`src/rtl/core/pfx_pkg.sv`:
```
// shared types and codes of the postfix expression stack engine
package pfx_pkg;

   localparam logic [2:0] CMD_PUSH_NUM = 3'd0;
   localparam logic [2:0] CMD_PUSH_VAR = 3'd1;
   localparam logic [2:0] CMD_OPERATE  = 3'd2;
   localparam logic [2:0] CMD_POP      = 3'd3;
   localparam logic [2:0] CMD_ASSIGN   = 3'd4;

   localparam logic [4:0] OP_ADD  = 5'd0;
   localparam logic [4:0] OP_SUB  = 5'd1;
   localparam logic [4:0] OP_MUL  = 5'd2;
   localparam logic [4:0] OP_DIV  = 5'd3;
   localparam logic [4:0] OP_MOD  = 5'd4;
   localparam logic [4:0] OP_NEG  = 5'd5;
   localparam logic [4:0] OP_NOT  = 5'd6;
   localparam logic [4:0] OP_LT   = 5'd7;
   localparam logic [4:0] OP_GT   = 5'd8;
   localparam logic [4:0] OP_EQ   = 5'd9;
   localparam logic [4:0] OP_LE   = 5'd10;
   localparam logic [4:0] OP_GE   = 5'd11;
   localparam logic [4:0] OP_NE   = 5'd12;
   localparam logic [4:0] OP_AND  = 5'd13;
   localparam logic [4:0] OP_OR   = 5'd14;
   localparam logic [4:0] OP_ABS  = 5'd15;
   localparam logic [4:0] OP_ZERO = 5'd16;

   localparam logic [2:0] ST_OK    = 3'd0;
   localparam logic [2:0] ST_UNDER = 3'd1;
   localparam logic [2:0] ST_OVER  = 3'd2;
   localparam logic [2:0] ST_DIVZ  = 3'd3;
   localparam logic [2:0] ST_FULL  = 3'd4;

   // one classified job handed from front to back
   typedef struct packed {
      logic [2:0]         cmd;
      logic signed [15:0] number;
      logic [15:0]        key;
      logic [4:0]         op;
   } job_type;

endpackage

```
`src/rtl/core/pfx_req_if.sv`:
```
// request channel interface
interface pfx_req_if;
   logic               valid;
   logic               ready;
   logic [2:0]         cmd;
   logic signed [15:0] number;
   logic [7:0]         name_first;
   logic [7:0]         name_second;
   logic [4:0]         op;

   modport source (output valid, cmd, number, name_first, name_second, op, input ready);
   modport sink (input valid, cmd, number, name_first, name_second, op, output ready);
endinterface

```
`src/rtl/core/pfx_rsp_if.sv`:
```
// response channel interface
interface pfx_rsp_if;
   logic               valid;
   logic               ready;
   logic signed [15:0] value;
   logic [2:0]         status;

   modport source (output valid, value, status, input ready);
   modport sink (input valid, value, status, output ready);
endinterface

```
`src/rtl/core/pfx_front.sv`:
```
// front end: accepts requests, forms the variable key, queues jobs
module pfx_front (
   input  logic           clock,
   input  logic           reset,
   pfx_req_if.sink        req_chan,
   output pfx_pkg::job_type job,
   output logic           job_valid,
   input  logic           job_pop
);

   pfx_pkg::job_type q_ff [2];
   logic       wr_ptr_ff, rd_ptr_ff;
   logic [1:0] cnt_ff;
   logic       push;
   logic       pop;
   logic [15:0] key;

   // key = first + second * 127
   assign key = 16'({8'd0, req_chan.name_first}) + 16'({1'b0, req_chan.name_second, 7'd0})
              - 16'({8'd0, req_chan.name_second});

   assign req_chan.ready = (cnt_ff != 2'd2);
   assign push      = req_chan.valid && req_chan.ready;
   assign job_valid = (cnt_ff != 2'd0);
   assign pop       = job_pop && job_valid;
   assign job       = q_ff[rd_ptr_ff];

   always_ff @(posedge clock) begin
      if (push) begin
         q_ff[wr_ptr_ff] <= '{cmd: req_chan.cmd, number: req_chan.number, key: key,
                              op: req_chan.op};
      end
   end

   always_ff @(posedge clock) begin
      if (reset) begin
         wr_ptr_ff <= 1'b0;
         rd_ptr_ff <= 1'b0;
         cnt_ff    <= 2'd0;
      end else begin
         if (push) wr_ptr_ff <= ~wr_ptr_ff;
         if (pop) rd_ptr_ff <= ~rd_ptr_ff;
         if (push && !pop) cnt_ff <= cnt_ff + 2'd1;
         else if (pop && !push) cnt_ff <= cnt_ff - 2'd1;
      end
   end

endmodule

```
`src/rtl/core/pfx_back.sv`:
```
// back end: stack and variable table sequencer with iterative divide
module pfx_back #(
   parameter int STACK_DEPTH = 32,
   parameter int VAR_SLOTS   = 64
) (
   input  logic             clock,
   input  logic             reset,
   input  pfx_pkg::job_type job,
   input  logic             job_valid,
   output logic             job_pop,
   pfx_rsp_if.source        rsp_chan
);

   localparam int LW  = $clog2(STACK_DEPTH + 1);
   localparam int SAW = $clog2(STACK_DEPTH);
   localparam int CW  = $clog2(VAR_SLOTS + 1);
   localparam int VIW = (VAR_SLOTS > 1) ? $clog2(VAR_SLOTS) : 1;

   localparam logic [3:0] S_IDLE = 4'd0;
   localparam logic [3:0] S_READ = 4'd1;
   localparam logic [3:0] S_EXEC = 4'd2;
   localparam logic [3:0] S_SRD  = 4'd3;
   localparam logic [3:0] S_SCMP = 4'd4;
   localparam logic [3:0] S_DIV  = 4'd5;
   localparam logic [3:0] S_DIVF = 4'd6;
   localparam logic [3:0] S_OUT  = 4'd7;

   logic [15:0] stk_mem [STACK_DEPTH];
   logic [15:0] key_mem [VAR_SLOTS];
   logic [15:0] val_mem [VAR_SLOTS];

   logic [3:0]   state_ff, state_in;
   pfx_pkg::job_type job_ff;
   logic [LW-1:0] lvl_ff, lvl_in;
   logic [CW-1:0] cnt_ff, cnt_in;
   logic [VIW-1:0] sidx_ff, sidx_in;
   logic [15:0]  top_ff, nxt_ff, kr_ff, vr_ff;
   logic [15:0]  dq_ff, dq_in, dd_ff, dd_in;
   logic [16:0]  dr_ff, dr_in;
   logic [3:0]   dcnt_ff, dcnt_in;
   logic [15:0]  resv_ff, resv_in;
   logic [2:0]   ress_ff, ress_in;
   logic         ov_ff, ov_in;
   logic [15:0]  ovv_ff, ovv_in;
   logic [2:0]   ovs_ff, ovs_in;

   logic          stk_we;
   logic [SAW-1:0] stk_wa;
   logic [15:0]   stk_wd;
   logic          var_we, key_we;
   logic [VIW-1:0] var_wa;
   logic [15:0]   val_wd;

   logic [LW-1:0] lvl_m1, lvl_m2;
   logic signed [15:0] sa, sb;
   logic [15:0]  r_bin, r_un, ua, ub, qv, rv;
   logic [31:0]  prod;
   logic [16:0]  dt;
   logic         full_stk, hit, last;

   assign lvl_m1 = lvl_ff - LW'(1);
   assign lvl_m2 = lvl_ff - LW'(2);
   assign sa = $signed(nxt_ff);
   assign sb = $signed(top_ff);
   assign prod = 32'($signed(sa) * $signed(sb));
   assign full_stk = (lvl_ff >= LW'(STACK_DEPTH));
   assign ua = sa[15] ? 16'(-sa) : nxt_ff;
   assign ub = sb[15] ? 16'(-sb) : top_ff;
   assign dt = {dr_ff[15:0], dq_ff[15]};
   assign hit = (kr_ff == job_ff.key);
   assign last = (CW'(sidx_ff) + CW'(1) == cnt_ff);
   assign qv = (sa[15] ^ sb[15]) ? 16'(-dq_ff) : dq_ff;
   assign rv = sa[15] ? 16'(-dr_ff[15:0]) : dr_ff[15:0];

   always_comb begin
      case (job_ff.op)
         pfx_pkg::OP_ADD: r_bin = 16'(sa + sb);
         pfx_pkg::OP_SUB: r_bin = 16'(sa - sb);
         pfx_pkg::OP_MUL: r_bin = prod[15:0];
         pfx_pkg::OP_LT:  r_bin = {15'd0, sa < sb};
         pfx_pkg::OP_GT:  r_bin = {15'd0, sa > sb};
         pfx_pkg::OP_EQ:  r_bin = {15'd0, sa == sb};
         pfx_pkg::OP_LE:  r_bin = {15'd0, sa <= sb};
         pfx_pkg::OP_GE:  r_bin = {15'd0, sa >= sb};
         pfx_pkg::OP_NE:  r_bin = {15'd0, sa != sb};
         pfx_pkg::OP_AND: r_bin = {15'd0, (sa != 0) && (sb != 0)};
         default:         r_bin = {15'd0, (sa != 0) || (sb != 0)};
      endcase
      case (job_ff.op)
         pfx_pkg::OP_NEG: r_un = 16'(-sb);
         pfx_pkg::OP_NOT: r_un = {15'd0, sb == 0};
         pfx_pkg::OP_ABS: r_un = ub;
         default:         r_un = 16'd0;
      endcase
   end

   always_comb begin
      state_in = state_ff;
      lvl_in = lvl_ff;
      cnt_in = cnt_ff;
      sidx_in = sidx_ff;
      dq_in = dq_ff;
      dd_in = dd_ff;
      dr_in = dr_ff;
      dcnt_in = dcnt_ff;
      resv_in = resv_ff;
      ress_in = ress_ff;
      ov_in = ov_ff && !rsp_chan.ready;
      ovv_in = ovv_ff;
      ovs_in = ovs_ff;
      stk_we = 1'b0;
      stk_wa = lvl_ff[SAW-1:0];
      stk_wd = job_ff.number;
      var_we = 1'b0;
      key_we = 1'b0;
      var_wa = sidx_ff;
      val_wd = top_ff;
      job_pop = 1'b0;
      case (state_ff)
         S_IDLE: begin
            if (job_valid) begin
               job_pop = 1'b1;
               state_in = S_READ;
            end
         end
         S_READ: begin
            sidx_in = '0;
            state_in = S_EXEC;
         end
         S_EXEC: begin
            resv_in = 16'd0;
            ress_in = pfx_pkg::ST_OK;
            state_in = S_OUT;
            case (job_ff.cmd)
               pfx_pkg::CMD_PUSH_NUM: begin
                  if (full_stk) ress_in = pfx_pkg::ST_OVER;
                  else begin
                     stk_we = 1'b1;
                     lvl_in = lvl_ff + LW'(1);
                  end
               end
               pfx_pkg::CMD_PUSH_VAR: begin
                  if (full_stk) ress_in = pfx_pkg::ST_OVER;
                  else if (cnt_ff == '0) begin
                     stk_we = 1'b1;
                     stk_wd = 16'd0;
                     lvl_in = lvl_ff + LW'(1);
                  end else state_in = S_SRD;
               end
               pfx_pkg::CMD_OPERATE: begin
                  if (job_ff.op inside {pfx_pkg::OP_NEG, pfx_pkg::OP_NOT, pfx_pkg::OP_ABS,
                                        pfx_pkg::OP_ZERO}) begin
                     if (lvl_ff == '0) ress_in = pfx_pkg::ST_UNDER;
                     else begin
                        stk_we = 1'b1;
                        stk_wa = lvl_m1[SAW-1:0];
                        stk_wd = r_un;
                     end
                  end else if (job_ff.op <= pfx_pkg::OP_ZERO) begin
                     if (lvl_ff < LW'(2)) ress_in = pfx_pkg::ST_UNDER;
                     else if (job_ff.op inside {pfx_pkg::OP_DIV, pfx_pkg::OP_MOD}) begin
                        if (top_ff == 16'd0) ress_in = pfx_pkg::ST_DIVZ;
                        else begin
                           dq_in = ua;
                           dd_in = ub;
                           dr_in = '0;
                           dcnt_in = '0;
                           state_in = S_DIV;
                        end
                     end else begin
                        stk_we = 1'b1;
                        stk_wa = lvl_m2[SAW-1:0];
                        stk_wd = r_bin;
                        lvl_in = lvl_m1;
                     end
                  end
               end
               pfx_pkg::CMD_POP: begin
                  if (lvl_ff == '0) ress_in = pfx_pkg::ST_UNDER;
                  else begin
                     resv_in = top_ff;
                     lvl_in = lvl_m1;
                  end
               end
               pfx_pkg::CMD_ASSIGN: begin
                  if (lvl_ff == '0) ress_in = pfx_pkg::ST_UNDER;
                  else if (cnt_ff == '0) begin
                     var_we = 1'b1;
                     key_we = 1'b1;
                     var_wa = '0;
                     cnt_in = cnt_ff + CW'(1);
                     lvl_in = lvl_m1;
                  end else state_in = S_SRD;
               end
               default: ;
            endcase
         end
         S_SRD: state_in = S_SCMP;
         S_SCMP: begin
            if (hit || last) begin
               state_in = S_OUT;
               if (job_ff.cmd == pfx_pkg::CMD_PUSH_VAR) begin
                  stk_we = 1'b1;
                  stk_wd = hit ? vr_ff : 16'd0;
                  lvl_in = lvl_ff + LW'(1);
               end else if (hit) begin
                  var_we = 1'b1;
                  lvl_in = lvl_m1;
               end else if (cnt_ff >= CW'(VAR_SLOTS)) begin
                  ress_in = pfx_pkg::ST_FULL;
               end else begin
                  var_we = 1'b1;
                  key_we = 1'b1;
                  var_wa = cnt_ff[VIW-1:0];
                  cnt_in = cnt_ff + CW'(1);
                  lvl_in = lvl_m1;
               end
            end else begin
               sidx_in = sidx_ff + VIW'(1);
               state_in = S_SRD;
            end
         end
         S_DIV: begin
            if (dt >= {1'b0, dd_ff}) begin
               dr_in = dt - {1'b0, dd_ff};
               dq_in = {dq_ff[14:0], 1'b1};
            end else begin
               dr_in = dt;
               dq_in = {dq_ff[14:0], 1'b0};
            end
            dcnt_in = dcnt_ff + 4'd1;
            if (dcnt_ff == 4'd15) state_in = S_DIVF;
         end
         S_DIVF: begin
            stk_we = 1'b1;
            stk_wa = lvl_m2[SAW-1:0];
            stk_wd = (job_ff.op == pfx_pkg::OP_DIV) ? qv : rv;
            lvl_in = lvl_m1;
            state_in = S_OUT;
         end
         S_OUT: begin
            if (!ov_ff || rsp_chan.ready) begin
               ov_in = 1'b1;
               ovv_in = resv_ff;
               ovs_in = ress_ff;
               state_in = S_IDLE;
            end
         end
         default: state_in = S_IDLE;
      endcase
   end

   always_ff @(posedge clock) begin
      if (state_ff == S_IDLE && job_valid) job_ff <= job;
      if (state_ff == S_READ) begin
         top_ff <= stk_mem[lvl_m1[SAW-1:0]];
         nxt_ff <= stk_mem[lvl_m2[SAW-1:0]];
      end
      if (state_ff == S_SRD) begin
         kr_ff <= key_mem[sidx_ff];
         vr_ff <= val_mem[sidx_ff];
      end
      if (stk_we) stk_mem[stk_wa] <= stk_wd;
      if (var_we) val_mem[var_wa] <= val_wd;
      if (key_we) key_mem[var_wa] <= job_ff.key;
      sidx_ff <= sidx_in;
      dq_ff <= dq_in;
      dd_ff <= dd_in;
      dr_ff <= dr_in;
      dcnt_ff <= dcnt_in;
      resv_ff <= resv_in;
      ress_ff <= ress_in;
      ovv_ff <= ovv_in;
      ovs_ff <= ovs_in;
   end

   always_ff @(posedge clock) begin
      if (reset) begin
         state_ff <= S_IDLE;
         lvl_ff <= '0;
         cnt_ff <= '0;
         ov_ff <= 1'b0;
      end else begin
         state_ff <= state_in;
         lvl_ff <= lvl_in;
         cnt_ff <= cnt_in;
         ov_ff <= ov_in;
      end
   end

   assign rsp_chan.valid  = ov_ff;
   assign rsp_chan.value  = ovv_ff;
   assign rsp_chan.status = ovs_ff;

endmodule

```
`src/rtl/core/postfix_expression_stack_engine.sv`:
```
// top level of the postfix expression stack engine
// Evaluates postfix tokens on 16-bit signed values, one response transaction per request
// transaction. A two-entry job queue in the front end keeps taking requests while the back
// end works and the queue has room. The back end handles one job at a time: a divide or
// modulo runs a 16-step shift-subtract loop, and a variable read or assign scans the table
// of names up to a match or the last entry, with one registered table read and one key
// compare per entry.
module postfix_expression_stack_engine #(
   parameter int STACK_DEPTH = 32,
   parameter int VAR_SLOTS   = 64
) (
   input logic        clock,
   input logic        reset,
   pfx_req_if.sink    req_chan,
   pfx_rsp_if.source  rsp_chan
);

   pfx_pkg::job_type job;
   logic             job_valid;
   logic             job_pop;

   // front: key forming and job queue
   pfx_front u_front (
      .clock(clock), .reset(reset), .req_chan(req_chan),
      .job(job), .job_valid(job_valid), .job_pop(job_pop)
   );

   // back: stack, variable table and arithmetic
   pfx_back #(.STACK_DEPTH(STACK_DEPTH), .VAR_SLOTS(VAR_SLOTS)) u_back (
      .clock(clock), .reset(reset),
      .job(job), .job_valid(job_valid), .job_pop(job_pop),
      .rsp_chan(rsp_chan)
   );

`ifndef SYNTHESIS
   // no response right after reset
   a_rst_quiet: assert property (@(posedge clock) reset |=> !rsp_chan.valid)
      else $error("response valid after reset");
   // only known status codes
   a_status: assert property (@(posedge clock) disable iff (reset)
      rsp_chan.valid |-> rsp_chan.status <= pfx_pkg::ST_FULL)
      else $error("bad status code");
   // an error transaction carries zero
   a_err_zero: assert property (@(posedge clock) disable iff (reset)
      (rsp_chan.valid && rsp_chan.status != pfx_pkg::ST_OK) |-> rsp_chan.value == 16'd0)
      else $error("error response with nonzero value");
`endif

endmodule
```
`src/flat_wrapper.sv`:
```
// flat-port wrapper written by rule: the top's interface ports become plain ports
module postfix_expression_stack_engine_flat 
#(
   parameter int STACK_DEPTH = 32,
   parameter int VAR_SLOTS   = 64
)
  (clock, reset, req_chan_valid, req_chan_cmd, req_chan_number, req_chan_name_first, req_chan_name_second, req_chan_op, req_chan_ready, rsp_chan_valid, rsp_chan_value, rsp_chan_status, rsp_chan_ready);
  pfx_req_if req_chan_i ();
  pfx_rsp_if rsp_chan_i ();
  input logic clock;
  input logic reset;
  input wire logic [$bits(req_chan_i.valid)-1:0] req_chan_valid;
  input wire logic [$bits(req_chan_i.cmd)-1:0] req_chan_cmd;
  input wire logic [$bits(req_chan_i.number)-1:0] req_chan_number;
  input wire logic [$bits(req_chan_i.name_first)-1:0] req_chan_name_first;
  input wire logic [$bits(req_chan_i.name_second)-1:0] req_chan_name_second;
  input wire logic [$bits(req_chan_i.op)-1:0] req_chan_op;
  output wire logic [$bits(req_chan_i.ready)-1:0] req_chan_ready;
  output wire logic [$bits(rsp_chan_i.valid)-1:0] rsp_chan_valid;
  output wire logic [$bits(rsp_chan_i.value)-1:0] rsp_chan_value;
  output wire logic [$bits(rsp_chan_i.status)-1:0] rsp_chan_status;
  input wire logic [$bits(rsp_chan_i.ready)-1:0] rsp_chan_ready;
  assign req_chan_i.valid = req_chan_valid;
  assign req_chan_i.cmd = req_chan_cmd;
  assign req_chan_i.number = req_chan_number;
  assign req_chan_i.name_first = req_chan_name_first;
  assign req_chan_i.name_second = req_chan_name_second;
  assign req_chan_i.op = req_chan_op;
  assign req_chan_ready = req_chan_i.ready;
  assign rsp_chan_valid = rsp_chan_i.valid;
  assign rsp_chan_value = rsp_chan_i.value;
  assign rsp_chan_status = rsp_chan_i.status;
  assign rsp_chan_i.ready = rsp_chan_ready;
  postfix_expression_stack_engine #(.STACK_DEPTH(STACK_DEPTH), .VAR_SLOTS(VAR_SLOTS)) u_core (.clock(clock), .reset(reset), .req_chan(req_chan_i), .rsp_chan(rsp_chan_i));
endmodule
```
`config.mk`:
```
export PLATFORM = sky130hd
export DESIGN_NAME = postfix_expression_stack_engine_flat
export DESIGN_NICKNAME = d
export VERILOG_FILES = /design/src/rtl/core/pfx_pkg.sv /design/src/rtl/core/pfx_req_if.sv /design/src/rtl/core/pfx_rsp_if.sv /design/src/rtl/core/pfx_front.sv /design/src/rtl/core/pfx_back.sv /design/src/rtl/core/postfix_expression_stack_engine.sv /design/src/flat_wrapper.sv
export SDC_FILE = /design/constraint.sdc
export NUM_CORES = 2
export LEC_CHECK = 0
export BUFFER_PORTS_ARGS = -buffer_cell sky130_fd_sc_hd__buf_4
export CORE_UTILIZATION = 50
export CTS_BUF_LIST = sky130_fd_sc_hd__clkbuf_16
export DETAILED_ROUTE_END_ITERATION = 10
export PLACE_DENSITY = 0.63
export SYNTH_ARGS = -nofsm -noshare
export SYNTH_HDL_FRONTEND = slang
export SYNTH_SLANG_ARGS = --single-unit
```
`constraint.sdc`:
```
create_clock -name clock -period 11 [get_ports clock]
set_input_delay 1.65 -clock clock [delete_from_list [all_inputs] [get_ports clock]]
set_output_delay 1.65 -clock clock [all_outputs]
set_load 0.03 [all_outputs]
```
==> metrics.yaml <==
global_routing:
  antenna_found_initial: 12
  grt_pass1_vias: 64390
  track_usage_pct: 26.48
  grt_max_degree: 138
  grt_pass1_wl_um: 469100
  grt-ovfl-total: 0
routing:
  wl_um: 327300
  wire_per_inst_um: 32.71
  via_per_inst: 6.405
  vias: 64100
  drt-pass1-iter-count: 7
  first_iter_violations: 7768
  drtAntennaViolNets: 0
  drc_errors: 0
placement:
  dp_hpwl_um: 196300
  placement.io_buffers: 64
  dp.cells: 9470
  gp_congestion: 0.9852
  place_area_mm2: 0.1290
  dp_slack_ns: 3.102
sta:
  setup_slack_ns: 3.031
  worstMarginPinSlew_ns: 1.409
  finalCritPeriodShare_pct: 72.45
  drv_slew: 0
  relSlewSlack_pct: 6.082
  rsz0062_at_grt: "false"
  period_minus_slack_ns: 7.969
  finalSetupViolCount: 0
  fmax_mhz: 125.5
  fin_skew_ns: 0.08035
  fin_tns_setup_ns: 0
  hold_viol: 0
cts:
  cts_setup_buffers: 0
  cts_tree: "yes"
  path_clk_slew_ns: 0.06
  cts_hold_buf: 0
  cts_buffers: 311
  root_buffer: "clkbuf_16"
  clock_latency_ns: 0.95
  clockBufferDepth: 4
  clock_sinks: 2861
  cts_resized: 0
  htreeDepth: 5
min_path:
  worstHoldStart: "u_core.u_back.resv_ff[0]"
  hold_class: "flop to flop"
layout:
  utilization_pct: 56.31
  layout-drive-gt1-share_pct: 28.68
  nets: 6836
  mostFrequentLayoutCells: "edfxtp_1 (2,840), mux4_2 (981), buf_4 (327), clkbuf_16 (315), inv_1 (294)"
  fin_area_mm2: 0.1384
  fillers: 18280
  area_growth_pct: 12.02
  final_common_cell: "edfxtp_1"
  fin_cells: 10010
pwr:
  power.density_mw_per_mm2: 325.2
  pwr-share-seq_pct: 32.2
  comb_power_share_pct: 46.3
  swShare_pct: 37.88
  p_int_mw: 27.95
  p_clk_share_pct: 21.5
  p_leak_nw: 44.32
  ir_drop_uv: 1068
  p_switching_mw: 17.04
synth:
  synth_edf_count: 2840
  synth_nets: 6556
  synth_cells: 6283
  seq_area_frac_synth_pct: 69.39
  syn_area_mm2: 0.1235
  synth-warning-count: 0
  synth-seq-cells: 2861
  post_synth_num_cell_types: 92
  synth-main-ff-cell: "edfxtp_1"
  syn_avg_cell_area_um2: 19.66
  async_flop_share_pct: 0
floorplan:
  ios: 65
  core_area_mm2: 0.2457
  rows: 182
  die_area_mm2: 0.2490
  start_util_pct: 50.27
  die_w_um: 499.0
  die_height_um: 499.0
worst_setup_path:
  critPathMaxFanout: 49
  crit_required_ns: 11.64
  cp-startpoint: "u_core.u_back.sb[1]"
  criticalPathCategory: "flop to flop"
  crit_path_start_kind: "flop"
  setup.worst_path.end_class: "flop"
  arrival_ns: 8.61
  r2r-start: "u_core.u_back.sb[1]"
flow_run:
  maxCapViolations: 0
outcome:
  status: "completed"
## cells in the mapped netlist (all sizes together) (9+ instances only)
cell | number | area share, %
edfxtp | 2840 | 69
mux4 | 981 | 18
nor2 | 360 | 1.1
clkbuf | 228 | 0.69
inv | 218 | 0.66
nand2 | 195 | 0.59
ha | 146 | 1.5
buf | 138 | 0.50
a21oi | 129 | 0.53
xnor2 | 114 | 0.81
o21ai | 111 | 0.45
mux2 | 87 | 0.80
fa | 83 | 1.3
nor3 | 63 | 0.26
xor2 | 58 | 0.41
and2 | 49 | 0.25
nand2b | 43 | 0.24
nand3 | 42 | 0.17
mux2i | 33 | 0.27
nor2b | 26 | 0.13
a31oi | 21 | 0.12
dfxtp | 21 | 0.34
o21a | 19 | 0.12
a211oi | 18 | 0.11
o31ai | 18 | 0.11
a221oi | 17 | 0.12
or3 | 17 | 0.090
a21o | 16 | 0.097
nand4 | 15 | 0.076
o22ai | 13 | 0.066
nor4 | 11 | 0.056
or2 | 11 | 0.056
a22oi | 10 | 0.061
and3 | 10 | 0.051
o211ai | 9 | 0.055
## flip-flops by register name (all words and copies together), names as in the netlist, 4 cells and up
register and cells:
u_core.u_back.cnt_ff 7, u_core.u_back.dcnt_ff 4, u_core.u_back.dd_ff 16, u_core.u_back.dq_ff 16
u_core.u_back.dr_ff 16, u_core.u_back.job_ff 40, u_core.u_back.key_mem 1024, u_core.u_back.kr_ff 16
u_core.u_back.lvl_ff 6, u_core.u_back.nxt_ff 16, u_core.u_back.resv_ff 16, u_core.u_back.rsp_chan.value 16
u_core.u_back.sb 16, u_core.u_back.sidx_ff 6, u_core.u_back.stk_mem 512, u_core.u_back.val_mem 1024
u_core.u_back.vr_ff 16, u_core.u_front.q_ff 80
## stage by stage
stage	hold slack [ns]	total power, mW
3_5_place_dp	0.4160	35.33
3_3_place_gp	0.4112	35.28
6_report	0.4237	44.99
2_1_floorplan	0.4003	28.88
5_1_grt	0.4308	47.37
4_1_cts	0.4293	45.17
## worst max-delay path, cell delays in order, from the launching register on
cell	delay, ns
edfxtp_1	1.03
buf_4	0.62
nand2_1	0.17
fa_1	0.55
fa_1	0.55
inv_1	0.06
fa_1	0.48
fa_1	0.55
fa_1	0.51
inv_1	0.06
fa_1	0.49
inv_1	0.05
ha_1	0.33
nand3_1	0.11
a21oi_1	0.04
a2111oi_0	0.67
o21bai_1	0.11
a21oi_1	0.19
xnor2_1	0.13
o311ai_1	0.29
o221a_2	0.68
## per-layer routing
metal  part of all wire (%)  vias to the layer above  global-route usage [%]
li1                       -                    26200                       -
met3                    8.7                      533                   5.281
met4                    2.8                        0                   7.650
met5                      0                        -                       0
met2                     47                     2917                   40.67
met1                     42                    34450                   38.71
## worst paths after layout
check	endpoint	slack, ns	cells after the start
setup / recovery	u_core.u_back.stk_mem[15][15]	3.03	20
hold reg to reg	u_core.u_back.rsp_chan.value[0]	0.42	0
hold / removal	u_core.u_back.rsp_chan.value[0]	0.42	0
setup reg to reg	u_core.u_back.stk_mem[15][15]	3.03	20
## logic make-up after synthesis
family          after synthesis  share of synthesized area, %
flops                      2861                         69.39
mux                        1101                         18.96
simple gates                869                         3.285
buf+inv                     587                         1.867
compound gates              463                         2.438
fa+ha+maj                   229                         2.824
xor+xnor                    173                         1.238
## layout make-up
type	instances	area [µm²]	share of cell area (%)
Timing Repair Buffer	333	2575	1.861
Sequential cell	2861	85710	61.95
Antenna cell	6	15.01	0.01085
Clock inverter	217	1441	1.042
Clock buffer	315	7883	5.697
Multi-Input combinational cell	2835	35870	25.93
Tap cell	3220	4029	2.912
Inverter	221	829.5	0.5996
## power groups by stage
| stage | clock [mW] | combinational [mW] | sequential, mW |
|---|---|---|---|
| after detailed placement | 0 | 20.6 | 14.7 |
| after global routing | 10.3 | 22.6 | 14.5 |
| final | 9.69 | 20.8 | 14.5 |
| after CTS | 9.84 | 20.9 | 14.5 |
| after global placement | 0 | 20.6 | 14.7 |
| after floorplan | 0 | 14.0 | 14.8 |
Note: power is estimated with default switching activity, not from simulation.
